$ cat src/rtl/tsdf_pkg.sv
`timescale 1ns / 1ps

package tsdf_pkg;

  localparam int SampleWidthDefault = 12;
  localparam int TolWidth           = 12;
  localparam logic [TolWidth-1:0] TolReset = 12'd20;

  // Number of samples that make up one reading, and the averaging divisor.
  localparam int Divisor = 3;

  // Fill status of the queue between the front and the back.
  typedef struct packed {
    logic full;
    logic empty;
  } tsdf_q_stat_t;

endpackage

$ cat src/rtl/tsdf_ifs.sv
`timescale 1ns / 1ps

// Sample channel: one converter sample and its axis tag per word.
interface tsdf_in_if #(
  parameter int SampleWidth = tsdf_pkg::SampleWidthDefault
);
  logic                   valid;
  logic                   ready;
  logic                   axis;
  logic [SampleWidth-1:0] sample;

  modport source (output valid, output axis, output sample, input ready);
  modport sink   (input valid, input axis, input sample, output ready);
endinterface

// Result channel: one finished reading per word.
interface tsdf_out_if #(
  parameter int SampleWidth = tsdf_pkg::SampleWidthDefault
);
  logic                   valid;
  logic                   ready;
  logic                   axis_out;
  logic [SampleWidth-1:0] position;
  logic                   rejected;

  modport source (output valid, output axis_out, output position, output rejected,
                  input ready);
  modport sink   (input valid, input axis_out, input position, input rejected,
                  output ready);
endinterface

$ cat src/rtl/tsdf_fifo.sv
`timescale 1ns / 1ps

// Two-entry queue between the front and the back.
module tsdf_fifo #(
  parameter int Width = 16
) (
  input  logic                 clk_i,
  input  logic                 rst_ni,
  input  logic                 push_i,
  input  logic [Width-1:0]     wdata_i,
  input  logic                 pop_i,
  output logic [Width-1:0]     rdata_o,
  output tsdf_pkg::tsdf_q_stat_t stat_o
);

  localparam int Depth = 2;

  logic [Width-1:0] mem_q [Depth];
  logic             wr_ptr_q, wr_ptr_d;
  logic             rd_ptr_q, rd_ptr_d;
  logic [1:0]       cnt_q, cnt_d;

  always_comb begin
    wr_ptr_d = push_i ? ~wr_ptr_q : wr_ptr_q;
    rd_ptr_d = pop_i ? ~rd_ptr_q : rd_ptr_q;
    cnt_d    = cnt_q + {1'b0, push_i} - {1'b0, pop_i};
  end

  always_ff @(posedge clk_i or negedge rst_ni) begin
    if (!rst_ni) begin
      wr_ptr_q <= 1'b0;
      rd_ptr_q <= 1'b0;
      cnt_q    <= 2'd0;
    end else begin
      wr_ptr_q <= wr_ptr_d;
      rd_ptr_q <= rd_ptr_d;
      cnt_q    <= cnt_d;
    end
  end

  always_ff @(posedge clk_i) begin
    if (push_i) begin
      mem_q[wr_ptr_q] <= wdata_i;
    end
  end

  assign rdata_o      = mem_q[rd_ptr_q];
  assign stat_o.full  = (cnt_q == 2'(Depth));
  assign stat_o.empty = (cnt_q == 2'd0);

endmodule

$ cat src/rtl/tsdf_front.sv
`timescale 1ns / 1ps

// Collects three samples, checks their spread and forms their sum.
module tsdf_front #(
  parameter int SampleWidth = tsdf_pkg::SampleWidthDefault
) (
  input  logic                            clk_i,
  input  logic                            rst_ni,
  input  logic [tsdf_pkg::TolWidth-1:0]   tol_i,
  tsdf_in_if.sink                         in_i,
  input  tsdf_pkg::tsdf_q_stat_t          stat_i,
  output logic                            push_o,
  output logic [SampleWidth+3:0]          push_data_o
);

  localparam int SumW = SampleWidth + 2;
  localparam int CmpW = (SampleWidth > tsdf_pkg::TolWidth) ? SampleWidth : tsdf_pkg::TolWidth;

  localparam logic [1:0] CntIdle = 2'd0;
  localparam logic [1:0] CntOne  = 2'd1;
  localparam logic [1:0] CntTwo  = 2'd2;

  logic [1:0]             count_q, count_d;
  logic                   axis_q, axis_d;
  logic [SampleWidth-1:0] buf0_q, buf0_d;
  logic [SampleWidth-1:0] buf1_q, buf1_d;
  logic                   accept;
  logic [SampleWidth-1:0] diff01, diff12;
  logic                   bad;
  logic [SumW-1:0]        sum;

  assign in_i.ready = !((count_q == CntTwo) && stat_i.full);
  assign accept     = in_i.valid && in_i.ready;

  assign diff01 = (buf0_q > buf1_q) ? (buf0_q - buf1_q) : (buf1_q - buf0_q);
  assign diff12 = (buf1_q > in_i.sample) ? (buf1_q - in_i.sample) : (in_i.sample - buf1_q);
  assign bad    = (CmpW'(diff01) > CmpW'(tol_i)) || (CmpW'(diff12) > CmpW'(tol_i));
  assign sum    = SumW'(buf0_q) + SumW'(buf1_q) + SumW'(in_i.sample);

  always_comb begin
    count_d = count_q;
    axis_d  = axis_q;
    buf0_d  = buf0_q;
    buf1_d  = buf1_q;
    push_o  = 1'b0;
    if (accept) begin
      unique case (count_q)
        CntOne: begin
          buf1_d  = in_i.sample;
          count_d = CntTwo;
        end
        CntTwo: begin
          push_o  = 1'b1;
          count_d = CntIdle;
        end
        default: begin
          axis_d  = in_i.axis;
          buf0_d  = in_i.sample;
          count_d = CntOne;
        end
      endcase
    end
  end

  assign push_data_o = {axis_q, bad, sum};

  always_ff @(posedge clk_i or negedge rst_ni) begin
    if (!rst_ni) begin
      count_q <= CntIdle;
      axis_q  <= 1'b0;
    end else begin
      count_q <= count_d;
      axis_q  <= axis_d;
    end
  end

  always_ff @(posedge clk_i) begin
    buf0_q <= buf0_d;
    buf1_q <= buf1_d;
  end

endmodule

$ cat src/rtl/tsdf_back.sv
`timescale 1ns / 1ps

// Divides the sum by three, applies the dead band and holds the result word.
module tsdf_back #(
  parameter int SampleWidth = tsdf_pkg::SampleWidthDefault
) (
  input  logic                          clk_i,
  input  logic                          rst_ni,
  input  logic [tsdf_pkg::TolWidth-1:0] tol_i,
  input  tsdf_pkg::tsdf_q_stat_t        stat_i,
  input  logic [SampleWidth+3:0]        rdata_i,
  output logic                          pop_o,
  tsdf_out_if.source                    out_o
);

  localparam int SumW  = SampleWidth + 2;
  localparam int EntW  = SampleWidth + 4;
  localparam int KDiv  = SampleWidth + 4;
  localparam int ProdW = SumW + KDiv;
  localparam int CmpW  = (SampleWidth > tsdf_pkg::TolWidth) ? SampleWidth : tsdf_pkg::TolWidth;
  localparam int unsigned RecipInt = (1 << KDiv) / tsdf_pkg::Divisor;
  localparam logic [KDiv-1:0] Recip = KDiv'(RecipInt);

  // Stage A: estimated quotient, at most one below the true one.
  logic                   a_valid_q, a_valid_d;
  logic                   a_axis_q;
  logic                   a_bad_q;
  logic [SumW-1:0]        a_sum_q;
  logic [SampleWidth-1:0] a_quo_q;

  logic                   out_valid_q, out_valid_d;
  logic                   out_axis_q;
  logic [SampleWidth-1:0] out_pos_q;
  logic                   out_rej_q;
  logic [SampleWidth-1:0] held_q [2];

  logic [ProdW-1:0]       prod;
  logic                   load_b;
  logic                   a_ready;
  logic [SumW-1:0]        rem;
  logic [SampleWidth-1:0] avg;
  logic [SampleWidth-1:0] held_cur;
  logic [SampleWidth-1:0] held_gap;
  logic                   move;
  logic [SampleWidth-1:0] held_new;

  assign prod = ProdW'(rdata_i[SumW-1:0]) * ProdW'(Recip);

  assign load_b    = a_valid_q && (!out_valid_q || out_o.ready);
  assign a_ready   = !a_valid_q || load_b;
  assign pop_o     = a_ready && !stat_i.empty;
  assign a_valid_d = pop_o ? 1'b1 : (load_b ? 1'b0 : a_valid_q);
  assign out_valid_d = load_b ? 1'b1 : (out_o.ready ? 1'b0 : out_valid_q);

  // One correction step brings the estimate to the truncated quotient.
  assign rem  = a_sum_q - (SumW'({a_quo_q, 1'b0}) + SumW'(a_quo_q));
  assign avg  = (rem >= SumW'(tsdf_pkg::Divisor)) ? (a_quo_q + SampleWidth'(1)) : a_quo_q;

  assign held_cur = held_q[a_axis_q];
  assign held_gap = (avg > held_cur) ? (avg - held_cur) : (held_cur - avg);
  assign move     = CmpW'(held_gap) > CmpW'(tol_i);
  assign held_new = (!a_bad_q && move) ? avg : held_cur;

  always_ff @(posedge clk_i or negedge rst_ni) begin
    if (!rst_ni) begin
      a_valid_q   <= 1'b0;
      out_valid_q <= 1'b0;
      held_q[0]   <= '0;
      held_q[1]   <= '0;
    end else begin
      a_valid_q   <= a_valid_d;
      out_valid_q <= out_valid_d;
      if (load_b) begin
        held_q[a_axis_q] <= held_new;
      end
    end
  end

  always_ff @(posedge clk_i) begin
    if (pop_o) begin
      a_axis_q <= rdata_i[EntW-1];
      a_bad_q  <= rdata_i[EntW-2];
      a_sum_q  <= rdata_i[SumW-1:0];
      a_quo_q  <= prod[KDiv+SampleWidth-1:KDiv];
    end
    if (load_b) begin
      out_axis_q <= a_axis_q;
      out_pos_q  <= held_new;
      out_rej_q  <= a_bad_q;
    end
  end

  assign out_o.valid    = out_valid_q;
  assign out_o.axis_out = out_axis_q;
  assign out_o.position = out_pos_q;
  assign out_o.rejected = out_rej_q;

endmodule

$ cat src/rtl/touch_triple_sample_deadband_filter_core.sv
`timescale 1ns / 1ps
// The third sample's sum goes through the queue, stage A and the output register.
// Throughput: one sample word per cycle while the queue has room; one result per three samples.
// The rate is set by the front's combinational spread check and the back's two-stage divide.
// Reset (rst_ni low, asynchronous): tolerance returns to 20, both held values to zero,
// the sample count to zero and the queue and output register empty; no clearing pass.

module touch_triple_sample_deadband_filter_core #(
  parameter int SampleWidth = tsdf_pkg::SampleWidthDefault
) (
  input  logic                          clk_i,
  input  logic                          rst_ni,
  input  logic                          cfg_we_i,
  input  logic [tsdf_pkg::TolWidth-1:0] cfg_wdata_i,
  tsdf_in_if.sink                       in_i,
  tsdf_out_if.source                    out_o
);

  // The queue entry carries the reading's axis, its reject flag and the sum of its samples.
  localparam int EntW = SampleWidth + 4;

  // The tolerance register serves both the front's spread check and the back's dead band.
  // The user must write it only while idle, so both see one value; the block does not enforce it.
  logic [tsdf_pkg::TolWidth-1:0] tol_q, tol_d;

  assign tol_d = cfg_we_i ? cfg_wdata_i : tol_q;

  always_ff @(posedge clk_i or negedge rst_ni) begin
    if (!rst_ni) begin
      tol_q <= tsdf_pkg::TolReset;
    end else begin
      tol_q <= tol_d;
    end
  end

  tsdf_pkg::tsdf_q_stat_t q_stat;
  logic                   q_push;
  logic                   q_pop;
  logic [EntW-1:0]        q_wdata;
  logic [EntW-1:0]        q_rdata;

  // The front gathers three samples and, on the third, decides whether the spread is
  // acceptable and forms the three-sample sum. It stalls the sample channel only when
  // a third sample arrives and the queue has no room.
  tsdf_front #(
    .SampleWidth(SampleWidth)
  ) u_front (
    .clk_i      (clk_i),
    .rst_ni     (rst_ni),
    .tol_i      (tol_q),
    .in_i       (in_i),
    .stat_i     (q_stat),
    .push_o     (q_push),
    .push_data_o(q_wdata)
  );

  // A two-entry queue lets the front keep taking samples while a result word waits.
  tsdf_fifo #(
    .Width(EntW)
  ) u_fifo (
    .clk_i  (clk_i),
    .rst_ni (rst_ni),
    .push_i (q_push),
    .wdata_i(q_wdata),
    .pop_i  (q_pop),
    .rdata_o(q_rdata),
    .stat_o (q_stat)
  );

  // The back divides by three through a reciprocal multiply and one correction, then
  // compares the average with the held value of that axis and updates it outside the
  // dead band. A rejected reading returns the held value untouched.
  tsdf_back #(
    .SampleWidth(SampleWidth)
  ) u_back (
    .clk_i  (clk_i),
    .rst_ni (rst_ni),
    .tol_i  (tol_q),
    .stat_i (q_stat),
    .rdata_i(q_rdata),
    .pop_o  (q_pop),
    .out_o  (out_o)
  );

endmodule

$ cat src/flat_wrapper.sv
// flat-port wrapper written by rule: the top's interface ports become plain ports
module touch_triple_sample_deadband_filter_core_flat 
#(
  parameter int SampleWidth = tsdf_pkg::SampleWidthDefault
)
  (clk_i, rst_ni, cfg_we_i, cfg_wdata_i, in_i_valid, in_i_axis, in_i_sample, in_i_ready, out_o_valid, out_o_axis_out, out_o_position, out_o_rejected, out_o_ready);
  tsdf_in_if #(.SampleWidth(SampleWidth)) in_i_i ();
  tsdf_out_if #(.SampleWidth(SampleWidth)) out_o_i ();
  input  logic clk_i;
  input  logic rst_ni;
  input  logic cfg_we_i;
  input  logic [tsdf_pkg::TolWidth-1:0] cfg_wdata_i;
  input wire logic [$bits(in_i_i.valid)-1:0] in_i_valid;
  input wire logic [$bits(in_i_i.axis)-1:0] in_i_axis;
  input wire logic [$bits(in_i_i.sample)-1:0] in_i_sample;
  output wire logic [$bits(in_i_i.ready)-1:0] in_i_ready;
  output wire logic [$bits(out_o_i.valid)-1:0] out_o_valid;
  output wire logic [$bits(out_o_i.axis_out)-1:0] out_o_axis_out;
  output wire logic [$bits(out_o_i.position)-1:0] out_o_position;
  output wire logic [$bits(out_o_i.rejected)-1:0] out_o_rejected;
  input wire logic [$bits(out_o_i.ready)-1:0] out_o_ready;
  assign in_i_i.valid = in_i_valid;
  assign in_i_i.axis = in_i_axis;
  assign in_i_i.sample = in_i_sample;
  assign in_i_ready = in_i_i.ready;
  assign out_o_valid = out_o_i.valid;
  assign out_o_axis_out = out_o_i.axis_out;
  assign out_o_position = out_o_i.position;
  assign out_o_rejected = out_o_i.rejected;
  assign out_o_i.ready = out_o_ready;
  touch_triple_sample_deadband_filter_core #(.SampleWidth(SampleWidth)) u_core (.clk_i(clk_i), .rst_ni(rst_ni), .cfg_we_i(cfg_we_i), .cfg_wdata_i(cfg_wdata_i), .in_i(in_i_i), .out_o(out_o_i));
endmodule
$ cat config.mk
export PLATFORM = sky130hd
export DESIGN_NAME = touch_triple_sample_deadband_filter_core_flat
export DESIGN_NICKNAME = d
export VERILOG_FILES = /design/src/rtl/tsdf_pkg.sv /design/src/rtl/tsdf_ifs.sv /design/src/rtl/tsdf_fifo.sv /design/src/rtl/tsdf_front.sv /design/src/rtl/tsdf_back.sv /design/src/rtl/touch_triple_sample_deadband_filter_core.sv /design/src/flat_wrapper.sv
export SDC_FILE = /design/constraint.sdc
export NUM_CORES = 1
export LEC_CHECK = 0
export BUFFER_PORTS_ARGS = -buffer_cell sky130_fd_sc_hd__buf_4
export CORE_ASPECT_RATIO = 0.9
export CORE_MARGIN = 3
export CORE_UTILIZATION = 50
export CTS_CLUSTER_SIZE = 28
export DETAILED_ROUTE_END_ITERATION = 8
export GPL_TIMING_DRIVEN = 0
export PLACE_DENSITY_LB_ADDON = 0.25
export SYNTH_ARGS = -nofsm -noshare
export SYNTH_HDL_FRONTEND = slang
export SYNTH_SLANG_ARGS = --single-unit
export TNS_END_PERCENT = 5
$ cat constraint.sdc
create_clock -name clk_i -period 17.9 [get_ports clk_i]
set_clock_uncertainty 0.2 [all_clocks]
set_input_delay 1.79 -clock clk_i [delete_from_list [all_inputs] [get_ports clk_i]]
set_output_delay 1.79 -clock clk_i [all_outputs]
set_load 0.02 [all_outputs]
Word level (Yosys, flattened, before mapping)
Memory sizes are Yosys's and may differ from the RTL's.
Cells that the tools add are included.
{"block": "word_totals", "register_bits": 111, "ramBits": 32, "in_bits": 30, "output_inout_bits": 16, "elab_cells": 90, "mem_count": 1}
{"block": "op_classes", "add_sub_neg": 13, "multipliers": 1, "n_lt_le_gt_ge": 9, "eq_ne": 3, "mux": 20, "bitwise_logic": 4, "reduce_logical": 20}
{"memory": "u_core.u_fifo.mem_q", "depth": 2, "width": 16, "read_ports": 1, "rd_ports_with_merged_regs": 0, "write_ports": 1, "line_no": "tsdf_fifo.sv:18", "source": "logic [Width-1:0] mem_q [Depth];"}
{"operator": "$mux 12", "count": 9}
{"operator": "$gt 12x12->1", "count": 6}
{"operator": "$sub 12x12->12", "count": 6}
{"operator": "$add 13x12->14", "count": 2}
{"operator": "$mul 14x15->28 const B", "count": 1}
{"operator": "$bwmux 24", "count": 1}
{"operator": "$ge 14x2->1 const B", "count": 1}
{"operator": "$sub 14x14->14", "count": 1}
{"operator": "$add 12x12->13", "count": 1}
{"operator": "$add 12x1->12 const B", "count": 1}
{"operator": "$demux 12 s1", "count": 1}
{"operator": "$mux 1", "count": 8}
{"operator": "$logic_and 1x1->1", "count": 6}
{"operator": "$logic_not 1->1", "count": 5}
{"operator": "$eq 2x2->1 const B", "count": 2}
{"operator": "$pmux 2 s2", "count": 1}
{"operator": "$reduce_and 2->1", "count": 2}
{"operator": "$reduce_bool 2->1", "count": 2}
{"operator": "$logic_or 1x1->1", "count": 3}
{"operator": "$not 1->1", "count": 3}
{"operator": "$add 2x1->2", "count": 1}
{"operator": "$eq 2x1->1 const B", "count": 1}
{"operator": "$ge 2x2->1 const B", "count": 1}
{"operator": "$logic_not 2->1", "count": 1}
{"operator": "other kinds (4)", "count": 4}

Depth between registers and ports, before layout
{"block": "depth", "depth_word": 10, "ltp_mapped": 37, "ltp_nobuf": 35}

By module
From an unflattened synthesis, not the netlist that was laid out.
{"block": "hier_totals", "cells_unflattened": 1346, "area_unflattened_um2": 14164.8}
{"mod": "tsdf_back", "n_inst": 1, "cells_each": 747, "area_per_inst_um2": 7787.5, "seq_area_each_um2": 1911.8}
{"mod": "tsdf_front", "n_inst": 1, "cells_each": 509, "area_per_inst_um2": 4488.1, "seq_area_each_um2": 795.8}
{"mod": "tsdf_fifo", "n_inst": 1, "cells_each": 65, "area_per_inst_um2": 1402.6, "seq_area_each_um2": 1061.0}
{"mod": "touch_triple_sample_deadband_filter_core", "n_inst": 1, "cells_each": 25, "area_per_inst_um2": 486.7, "seq_area_each_um2": 302.8}

Worst setup path before layout
Ideal clock, no wire load.
{"block": "synth_path", "path_kind": "register to register", "startpoint": "register u_core.u_back.a_quo_q[2]", "endpoint": "register u_core.u_back.held_q[13] (netlist name)", "setup_time_ns": 0.125, "t_arrival_ns": 7.665, "required_ns": 17.575, "path_slack_ns": 9.910, "stages_incl_launch_ff": 37, "path_buffers": 2, "synth_period_minus_slack_ns": 7.990, "path_cell_list": "edfxtp_1 -> inv_1 -> fa_1 -> ha_1 -> a211oi_2 -> nor4_1 -> a2111o_1 -> or4_4 -> a2111o_1 -> and4_4 -> and2_1 -> xnor2_2 -> inv_1 -> ha_1 -> nand2_1 -> nor2_1 -> nand2_1 -> nor3_1 -> a21oi_1 -> and3_1 -> a22oi_4 -> buf_12 -> mux2i_1 -> xor2_1 -> ha_1 -> a21o_1 -> a21oi_1 -> nor2b_1 -> o21ai_0 -> nand2b_1 -> a21oi_1 -> nor2b_1 -> o21ai_0 -> a221oi_1 -> buf_1 -> mux2i_1 -> mux2_2"}
{"block": "synth_via", "elab_chain_cells": 10, "word_cells_on_any_way": 13, "cone_classes": "5 x add/sub; 3 x order compare; 4 x mux; 1 x reduce/logical"}
{"item": "from (decl)", "line_no": "tsdf_back.sv:29", "source": "logic [SampleWidth-1:0] a_quo_q;"}
{"item": "from (signal assigned)", "line_no": "tsdf_back.sv:84", "source": "a_quo_q <= prod[KDiv+SampleWidth-1:KDiv];"}
{"item": "$add 13x12->14", "line_no": "tsdf_back.sv:56", "source": "assign rem = a_sum_q - (SumW'({a_quo_q, 1'b0}) + SumW'(a_quo_q));"}
{"item": "$sub 14x14->14", "line_no": "tsdf_back.sv:56"}
{"item": "$ge 14x2->1", "line_no": "tsdf_back.sv:57", "source": "assign avg = (rem >= SumW'(tsdf_pkg::Divisor)) ? (a_quo_q + SampleWidth'(1)) : a_quo_q;"}
{"item": "$mux 12 *", "line_no": "tsdf_back.sv:57"}
{"item": "$sub 12x12->12 / $gt 12x12->1 (equally long branches)", "line_no": "tsdf_back.sv:60", "source": "assign held_gap = (avg > held_cur) ? (avg - held_cur) : (held_cur - avg);"}
{"item": "$mux 12", "line_no": "tsdf_back.sv:60"}
{"item": "$gt 12x12->1", "line_no": "tsdf_back.sv:61", "source": "assign move = CmpW'(held_gap) > CmpW'(tol_i);"}
{"item": "$logic_and 1x1->1", "line_no": "tsdf_back.sv:62", "source": "assign held_new = (!a_bad_q && move) ? avg : held_cur;"}
{"item": "$mux 12 *", "line_no": "tsdf_back.sv:62"}
{"item": "net u_core.u_back.held_new[1]", "line_no": "tsdf_back.sv:45", "source": "logic [SampleWidth-1:0] held_new;"}
{"item": "$bwmux 24 *", "line_no": "tsdf_back.sv:74", "source": "held_q[a_axis_q] <= held_new;"}
{"item": "to (signal, indexed assignment)", "line_no": "tsdf_back.sv:74"}
{"item": "to (decl)", "line_no": "tsdf_back.sv:35", "source": "logic [SampleWidth-1:0] held_q [2];"}
Mark *: on every way through the listed nets, which the timed path passes. The rest lies on a longest branch.
A chain may end at the register's enable or synchronous reset.

Final worst setup path
{"block": "layout_path", "startpoint": "register u_core.u_back.a_quo_q[2]", "endpoint": "register u_core.u_back.held_q[14] (netlist name)"}
The elaborated chain is that of the path after synthesis.

==> flow_metrics.py <==
metrics = {
    "timing": {
        "maxSlewViolCount": 0,
        "finalSetupViolCount": 0,
        "relSlewSlack": 0.181,
        "max_freq_mhz": 108,
        "slew_at_the_pin_with_the_worst_max_slew_slack_ns": 1.23,
        "minimum_clock_period_after_layout_ns": 9.23,
        "fin_crit_sh": 0.516,
        "hold_violations": 0,
        "rsz_0062_raised_after_global_routing": "no",
        "final.setup.tns_ns": 0,
    },
    "worst_hold_path": {
        "hp-start": "u_core.u_front.axis_q$_DFFE_PN0P_",
        "holdPathStages": 0,
        "timing.hold.worst.class": "register to register",
        "min_to": "u_core.u_fifo.mem_q[1][15]$_DFFE_PP_",
    },
    "route": {
        "detail_route.drc_violations": 0,
        "viasPerCell": 5.45,
        "route.detailed.wl_per_inst_um": 16.8,
        "drt_pass1_iterations": 5,
        "ant_nets": 0,
        "drt_wl_total_mm": 28.7,
        "vias": 9297,
        "drt_iter0_drc": 440,
    },
    "clock_network": {
        "hold_buf_count_cts": 0,
        "cts_htree_levels": 4,
        "numClockSinks": 143,
        "cts_setup_buffers": 0,
        "clock_path_buffers": 2,
        "post_cts_resize_count": 0,
        "cts_buffers": 17,
        "tritoncts": "yes",
        "clk-insertion-delay-late_ns": 0.44,
        "clkTransAtPathRegs_ns": 0.07,
        "clock-root-buffer": "clkbuf_16",
    },
    "grt": {
        "number_of_global_route_vias_before_repair": 9421,
        "grt_start_max_net_pins": 46,
        "antenna_found_initial": 0,
        "grt_first_pass_wirelength_mm": 48.0,
        "global_route.usage.total": 0.204,
        "overflow": 0,
    },
    "logic_synthesis": {
        "yosysSeqAreaShare": 0.300,
        "async_reset_ff_frac": 0.315,
        "synth_area_mm2": 0.0136,
        "post_synth_inst_count": 1280,
        "postSynth.topFlopCell": "edfxtp_1",
        "yosys_warnings": 0,
        "synth.lib_cells_used.distinct": 73,
        "synth.net_count": 1605,
        "post_synth.cell_area_avg_um2": 10.6,
        "flop_and_latch_count_out_of_synthesis": 143,
        "synth_enable_flop_cells": 98,
    },
    "critical_path": {
        "r2r-end": "u_core.u_back.held_q[14]$_DFFE_PN0P_",
        "r2r_startpoint": "u_core.u_back.a_quo_q[2]$_DFFE_PP_",
        "crit_start": "u_core.u_back.a_quo_q[2]$_DFFE_PP_",
        "critical-path-top-delay-family": "compound AO/OA/AOI/OAI gates",
        "timing.critical_path.fanout_max": 10,
        "crit_required_ns": 18.02,
        "critical_path_buf_inv_count": 4,
        "r2r.worst_path.cells": 36,
        "worstSetupEndpointType": "register",
        "timing.critical_path.slowest_cell_delay_ns": 0.68,
        "r2r_slack_ns": 8.67,
        "worst-setup-path-type": "register to register",
        "critical_path.slowest_cell": "a221oi_1",
        "worst_setup_path_start_kind": "register",
        "cp_data_arrival_time_ns": 9.35,
    },
    "outcome": {
        "outcome": "completed",
    },
    "placement": {
        "dpl.hpwl_mm": 23.6,
        "io_buffer_count": 45,
        "final_replace_weighted_congestion": 0.890,
    },
    "floorplan": {
        "core_area_mm2": 0.0264,
        "die_w_um": 180,
        "die_y_extent_um": 162,
        "boundaryPins": 46,
        "rows": 56,
        "area_of_the_die_mm2": 0.0292,
        "initial_utilization": 0.514,
    },
    "finish": {
        "layout_cell_share_with_drive_strength_beyond_1": 0.108,
        "area_growth_syn_to_layout_pct": 10.1,
        "num_antenna_cells": 0,
        "num-nets-final": 1669,
    },
    "flow_run": {
        "maxCapViolations": 0,
    },
}
==> cell type report <==
cell class / instances / area (um^2)
well taps: 348 / 435
plain buffers: 23 / 108
clock inverters: 15 / 164
inverters: 185 / 694
fillers: 2249 / 11500
flip-flops and latches: 143 / 4070
clock buffers: 17 / 425
repair buffers: 45 / 338
multi-input cells: 929 / 8700
==> flip-flops by register name, indices dropped and copies added (netlist names), 2 cells and up <==
| register | flops |
|---|---|
| u_core.u_back.held_q | 24 |
| u_core.u_back.a_sum_q | 14 |
| u_core.u_fifo.mem_q | 32 |
| u_core.u_back.out_o.position | 12 |
| u_core.u_front.count_q | 2 |
| u_core.u_front.buf0_q | 12 |
| u_core.u_back.a_quo_q | 12 |
| u_core.u_fifo.cnt_q | 2 |
| u_core.u_front.buf1_q | 12 |
| u_core.tol_q | 12 |
==> Yosys cell counts, types with 4 or more instances <==
cell       number  share of area
a31oi_1         7         0.0032
mux2_2         42          0.035
nand3_1        11         0.0041
xor2_1         14         0.0090
o21ai_0        57          0.021
a221oi_1        5         0.0032
a21boi_0        6         0.0033
nor3_1          7         0.0026
and3_1          8         0.0037
or3_1           5         0.0023
o21a_1          6         0.0033
nand2_1        54          0.015
a21oi_1        72          0.027
o31ai_1         5         0.0028
buf_2           4         0.0015
inv_1         185          0.051
mux2i_1        48          0.035
nand2b_1       14         0.0065
o2111ai_1       5         0.0032
fa_1           71           0.10
edfxtp_1       98           0.22
nor2b_1        18         0.0083
o21bai_1       14         0.0077
and2_1          8         0.0037
or2_2           4         0.0018
dfrtp_1        43          0.079
nand4_1        14         0.0065
a21o_1         53          0.029
nor2_1         36          0.010
and4_1          4         0.0026
xnor2_1        53          0.034
a211oi_1        5         0.0028
o211ai_1        5         0.0028
ha_1          224           0.21
clkbuf_1       15         0.0041
==> routing by layer <==
metal  wire (um)  track usage
met5           0            0
met4         620       0.0619
met3         955       0.0293
met2       12900        0.326
met1       14200        0.289
==> kinds of logic after synthesis <==
family / share of synthesized area
adders and majority gates: 0.311
AOI/OAI and AO/OA: 0.137
buffers and inverters: 0.0591
and+or+nand+nor: 0.0764
DFF: 0.300
muxes: 0.0703
xor gates and xnor gates: 0.0456
==> metrics by stage <==
step	instance area [um^2]	cells	setup slack, ns	utilization	hold WS, ns
2_1_floorplan	13600	1280	9.91	-	0.224
3_3_place_gp	14300	1673	8.77	0.543	0.247
3_5_place_dp	14300	1673	8.70	0.543	0.276
4_1_cts	14900	1705	8.68	0.565	0.287
5_1_grt	14900	1705	7.96	0.565	0.311
6_report	14900	1705	8.67	0.565	0.299
==> worst max path at each step <==
stage	to	slack (ns)	cells past startpoint
floorplan	u_core.u_back.held_q[13]$_DFFE_PN0P_	9.91	36
global placement	u_core.u_back.held_q[14]$_DFFE_PN0P_	8.77	36
detailed placement	u_core.u_back.held_q[2]$_DFFE_PN0P_	8.70	36
CTS	u_core.u_back.held_q[2]$_DFFE_PN0P_	8.68	36
global route	u_core.u_back.held_q[15]$_DFFE_PN0P_	7.96	36
finish	u_core.u_back.held_q[14]$_DFFE_PN0P_	8.67	36
==> placed cells by master, fill, tap and decap left out, types with 8 or more instances in the layout <==
cell,instances
edfxtp_1,98
o21bai_1,14
nor2_1,35
and2_1,8
fa_1,71
nand2b_1,14
mux2_2,42
dfrtp_1,43
nand3_1,11
ha_1,224
a21o_1,53
o21ai_0,57
nand4_1,14
xor2_1,14
buf_4,45
nand2_1,54
mux2i_1,48
clkbuf_16,17
and3_1,8
xnor2_1,53
inv_1,185
clkbuf_1,15
a21oi_1,72
nor2b_1,18
Power is not shown: default switching activity piles up to over one toggle a cycle in this logic, so the estimate is an artifact.
